## src/pett_pkg.sv

```systemverilog
// Package for the per-process event trace table: sizes, codes, types.
package pett_pkg;

    localparam int SLOTS = 64;
    localparam int RECS = 16;
    localparam int DEPTH = SLOTS * RECS;
    localparam int ADDR_W = (DEPTH > 1) ? $clog2(DEPTH) : 1;
    localparam int SLOT_W = (SLOTS > 1) ? $clog2(SLOTS) : 1;
    localparam int SLOT_X = (SLOT_W > 6) ? SLOT_W : 6;
    localparam int CNT_W = $clog2(RECS + 1);

    localparam logic [1:0] REQ_APPEND = 2'd0;
    localparam logic [1:0] REQ_COUNT  = 2'd1;
    localparam logic [1:0] REQ_SORT   = 2'd2;
    localparam logic [1:0] REQ_DUMP   = 2'd3;

    localparam logic [1:0] ST_OK    = 2'd0;
    localparam logic [1:0] ST_FULL  = 2'd1;
    localparam logic [1:0] ST_EMPTY = 2'd2;

    typedef struct packed {
        logic [5:0]  code;
        logic [37:0] stamp;
    } rec_t;

    typedef enum logic [2:0] {
        S_IDLE,
        S_LOOK,
        S_SCAN,
        S_SI_RD,
        S_SI_WT,
        S_SI_WB,
        S_FIN
    } state_t;

    typedef struct packed {
        logic             accept;
        logic             look;
        logic             app;
        logic             empty;
        logic             scan_issue;
        logic             rd_i;
        logic             ri_load;
        logic             wb;
        logic             fin;
        logic [CNT_W-1:0] idx;
        logic [CNT_W-1:0] i_idx;
    } cmd_t;

    typedef struct packed {
        logic [1:0]       req;
        logic [CNT_W-1:0] fill;
    } sts_t;

endpackage

```

## src/pett_ctrl.sv

```systemverilog
// Controller state machine: sequences append, count, sort and dump requests.
module pett_ctrl (
    input  logic            clk,
    input  logic            rst_n,
    input  logic            start,
    input  pett_pkg::sts_t  sts,
    output pett_pkg::cmd_t  cmd,
    output logic            busy
);

    pett_pkg::state_t              state_reg, state_next;
    logic [pett_pkg::CNT_W-1:0]    idx_reg, idx_next;
    logic [pett_pkg::CNT_W-1:0]    i_reg, i_next;
    logic [pett_pkg::CNT_W-1:0]    i_inc;
    logic                          more;

    assign i_inc = i_reg + pett_pkg::CNT_W'(1);
    assign more  = idx_reg < sts.fill;

    always_ff @(posedge clk or negedge rst_n)
    begin
        if (!rst_n)
        begin
            state_reg <= pett_pkg::S_IDLE;
            idx_reg   <= '0;
            i_reg     <= '0;
        end
        else
        begin
            state_reg <= state_next;
            idx_reg   <= idx_next;
            i_reg     <= i_next;
        end
    end

    always_comb
    begin
        state_next = state_reg;
        idx_next   = idx_reg;
        i_next     = i_reg;
        unique case (state_reg)
            pett_pkg::S_IDLE:
            begin
                if (start)
                    state_next = pett_pkg::S_LOOK;
            end
            pett_pkg::S_LOOK:
            begin
                idx_next = '0;
                i_next   = '0;
                unique case (sts.req)
                    pett_pkg::REQ_APPEND: state_next = pett_pkg::S_IDLE;
                    pett_pkg::REQ_COUNT:  state_next = pett_pkg::S_SCAN;
                    pett_pkg::REQ_SORT:
                        state_next = (sts.fill == '0) ? pett_pkg::S_FIN : pett_pkg::S_SI_RD;
                    default:
                        state_next = (sts.fill == '0) ? pett_pkg::S_IDLE : pett_pkg::S_SCAN;
                endcase
            end
            pett_pkg::S_SCAN:
            begin
                if (more)
                    idx_next = idx_reg + pett_pkg::CNT_W'(1);
                else
                begin
                    unique case (sts.req)
                        pett_pkg::REQ_SORT: state_next = pett_pkg::S_SI_WB;
                        pett_pkg::REQ_DUMP: state_next = pett_pkg::S_IDLE;
                        default:            state_next = pett_pkg::S_FIN;
                    endcase
                end
            end
            pett_pkg::S_SI_RD:
                state_next = pett_pkg::S_SI_WT;
            pett_pkg::S_SI_WT:
            begin
                idx_next   = '0;
                state_next = pett_pkg::S_SCAN;
            end
            pett_pkg::S_SI_WB:
            begin
                i_next     = i_inc;
                state_next = (i_inc < sts.fill) ? pett_pkg::S_SI_RD : pett_pkg::S_FIN;
            end
            pett_pkg::S_FIN:
                state_next = pett_pkg::S_IDLE;
            default:
                state_next = pett_pkg::S_IDLE;
        endcase
    end

    always_comb
    begin
        cmd            = '0;
        cmd.idx        = idx_reg;
        cmd.i_idx      = i_reg;
        busy           = (state_reg != pett_pkg::S_IDLE);
        unique case (state_reg)
            pett_pkg::S_IDLE:  cmd.accept = start;
            pett_pkg::S_LOOK:
            begin
                cmd.look  = 1'b1;
                cmd.app   = (sts.req == pett_pkg::REQ_APPEND);
                cmd.empty = (sts.req == pett_pkg::REQ_DUMP) && (sts.fill == '0);
            end
            pett_pkg::S_SCAN:  cmd.scan_issue = more;
            pett_pkg::S_SI_RD: cmd.rd_i = 1'b1;
            pett_pkg::S_SI_WT: cmd.ri_load = 1'b1;
            pett_pkg::S_SI_WB: cmd.wb = 1'b1;
            pett_pkg::S_FIN:   cmd.fin = 1'b1;
            default:           cmd.fin = 1'b0;
        endcase
    end

endmodule

```

## config.mk

```make
export PLATFORM = sky130hd
export DESIGN_NAME = pett_ctrl
export DESIGN_NICKNAME = d
export VERILOG_FILES = /design/src/pett_pkg.sv /design/src/pett_ctrl.sv
export SDC_FILE = /design/constraint.sdc
export NUM_CORES = 1
export LEC_CHECK = 0
export ABC_AREA = 1
export BUFFER_PORTS_ARGS = -buffer_cell sky130_fd_sc_hd__buf_2
export CAP_MARGIN = 5
export CORE_UTILIZATION = 30
export CTS_CLUSTER_SIZE = 12
export DETAILED_ROUTE_END_ITERATION = 12
export PLACE_DENSITY = 0.6
export SLEW_MARGIN = 10
export SYNTH_ARGS = -nofsm -noshare
export SYNTH_HDL_FRONTEND = slang
export SYNTH_SLANG_ARGS = --single-unit
```

## constraint.sdc

```tcl
create_clock -name clk -period 2.15 [get_ports clk]
set_clock_uncertainty 0.15 [all_clocks]
set_input_delay 0 -clock clk [delete_from_list [all_inputs] [get_ports clk]]
set_output_delay 0 -clock clk [all_outputs]
set_load 0.005 [all_outputs]
```

==> results.json <==
{
  "status": "completed",
  "grt_max_degree": 14,
  "synth.net_count": 173,
  "synth_top_family_by_area": "simple AND/OR/NAND/NOR gates",
  "core-area_um2": 3440,
  "cellLeakagePower_nw": 0.811,
  "vias": 1017,
  "antenna_found_initial": 0,
  "wl_mm": 2.49,
  "synth.most_common_cell": "nand2_1",
  "synth_common_cells": "40 x nand2_1, 18 x inv_1, 16 x nor2_1",
  "drv_slew": 0,
  "synthAdderAreaFrac_pct": 15.8,
  "num_rows": 21,
  "setup-tns-final_ns": 0,
  "place_inst": 224,
  "cts_tree": "yes",
  "ys_ff_latch": 13,
  "synthMuxAreaShare_pct": 0,
  "slew_headroom_pct": 78.4,
  "critPathMaxFanout": 5,
  "grt.total_usage_pct": 13.7,
  "yosys.area_share.simple_pct": 35.6,
  "peakVddDrop_mv": 0.388,
  "start_kind": "flip-flop",
  "ys_types": 26,
  "rr_worst_depth": 12,
  "hp-class": "input pin to asynchronous set/reset pin",
  "root_buffer": "clkbuf_8",
  "path_class": "flip-flop to flip-flop",
  "syn2layout_area_growth_pct": 25.8,
  "hpwl_mm": 2.03,
  "ys_warn_count": 0,
  "diodes": 0,
  "insertion_delay_ns": 0.25,
  "numPortBuffers": 29,
  "avgViaCountPerCell": 4.38,
  "die_x_um": 62.9,
  "wl_per_cell_um": 10.8,
  "ios": 30,
  "max_freq_ghz": 0.508,
  "grt_pass1_wl_mm": 4.26,
  "fin_crit_sh_pct": 91.6,
  "clockBufferDepth": 2,
  "tightest_slew_ns": 0.324,
  "drcViolationCount": 0,
  "cp-end-kind": "flip-flop",
  "grt_pass1_vias": 981,
  "synth-async-reset-ratio_pct": 100,
  "synth-edff-count": 0,
  "fillerInstances": 372,
  "die_area_um2": 3950,
  "synthCells": 149,
  "gp_congestion": 0.741,
  "syn-cell-area_um2": 1110,
  "cts_sinks": 13,
  "drt_first_pass_iters": 4,
  "fin_nets": 211,
  "initial_core_util_pct": 32.3,
  "ant_nets": 0,
  "synthXorXnorAreaFrac_pct": 4.73,
  "period_minus_slack_ns": 1.97,
  "cap_violations": 0,
  "die_y_um": 62.9,
  "drt-initial-drc-count": 39,
  "p_per_area_nw_per_um2": 950,
  "setup_viol": 0,
  "htreeDepth": 1,
  "avgSynthCellArea_um2": 7.46,
  "clk_pin_slew_ns": 0.06,
  "synth.area.top_cells": "dfrtp_1 29%, ha_1 16%, nand2_1 14%",
  "synth-compound-area-share_pct": 6.42,
  "cts_made_buffers": 3,
  "cp.required_ns": 2.14,
  "cp_data_arrival_time_ns": 1.96,
  "drive_gt1_share_pct": 28.5,
  "grt-ovfl-total": 0,
  "ys_seq_area_share_pct": 29.3,
  "synth_flop_cell": "dfrtp_1",
  "finalNonFillerCells": 232,
  "synth_top_area_share_pct": 29.3,
  "synth_area_leader_cell": "dfrtp_1",
  "hold_viol_final": 0
}
==> worst max-delay path, stage by stage (launching register included) <==
cell	delay (ns)
dfrtp_2	0.43
ha_2	0.20
nand2_1	0.06
nor2_1	0.04
xor2_1	0.18
ha_1	0.30
nand2_1	0.07
nor2_1	0.11
nand2_1	0.07
nand4_1	0.07
nand2_1	0.05
nor2_1	0.09
nor2_1	0.04
==> power breakdown <==
group	switching, W	internal, W	total, W
registers	0.0000862	0.000312	0.000398
logic	0.000427	0.000279	0.000706
clock network	0.0000930	0.000131	0.000224
==> layout make-up <==
type                            instances  area, um^2  area share, %
Clock buffer                            4        45.0           3.22
Inverter                               24        91.3           6.54
Multi-Input combinational cell        112         697           49.9
Sequential cell                        13         327           23.4
Tap cell                               46        57.6           4.12
Timing Repair Buffer                   33         180           12.9
==> cell usage in the layout (no fill, tap or decap), drive strengths merged <==
| master | instances |
|---|---|
| nand2 | 43 |
| o21a | 1 |
| clkbuf | 4 |
| a22oi | 1 |
| nand3 | 11 |
| nor2 | 21 |
| clkinv | 1 |
| o21ai | 2 |
| xnor2 | 1 |
| nand3b | 1 |
| nand4 | 3 |
| ha | 14 |
| a22o | 3 |
| a21oi | 4 |
| nor3 | 1 |
| dfrtp | 13 |
| buf | 31 |
| dlygate4sd3 | 2 |
| inv | 23 |
| or2 | 1 |
| xor2 | 5 |
==> cell families (layout without fill, tap and decap cells) <==
group                    after synthesis  count (layout)
adder cells (fa/ha/maj)               14              14
XOR/XNOR                               6               6
flip-flops                            13              13
buffers and inverters                 24              61
AO/OA/AOI/OAI                         11              11
AND/OR/NAND/NOR                       81              81
==> final timing paths <==
kind	from	end	slack [ns]
min in group clk	sts[0]	state_reg[2]	0.05
setup reg to reg	i_reg[0]	state_reg[0]	0.18
max in group asynchronous	rst_n	i_reg[0]	1.56
hold reg to reg	i_reg[4]	i_reg[4]	0.41
hold / removal	rst_n	i_reg[1]	0.03
setup / recovery	i_reg[0]	state_reg[0]	0.18
==> metrics by stage <==
step                      instance area [um^2]  util (%)  hold WS, ns  total power (W)  worst slack (ns)
after floorplan                           1110         -       -0.446         0.000876             0.276
after global placement                    1310      38.2       -0.238          0.00109             0.233
after detailed placement                  1310      38.2       -0.233          0.00110             0.155
after CTS                                 1380      40.1       0.0380          0.00133             0.137
after global routing                      1400      40.6       0.0470          0.00147          -0.00252
final                                     1400      40.6       0.0258          0.00133             0.180
==> timing repair <==
action	4_1_cts	5_1_grt
hold buffers	2	0
endpoints found under the setup margin	0	2
endpoints found under the hold margin	15	0
gates resized for setup	0	2
setup buffers	0	2
==> layer usage <==
metal | wire length (um) | GRT usage [%]
met1 | 1250 | 17.4
met2 | 1130 | 23.2
met3 | 106 | 4.56
met4 | 0 | 0.872
met5 | 0 | 0
(Power assumes the default switching activity.)
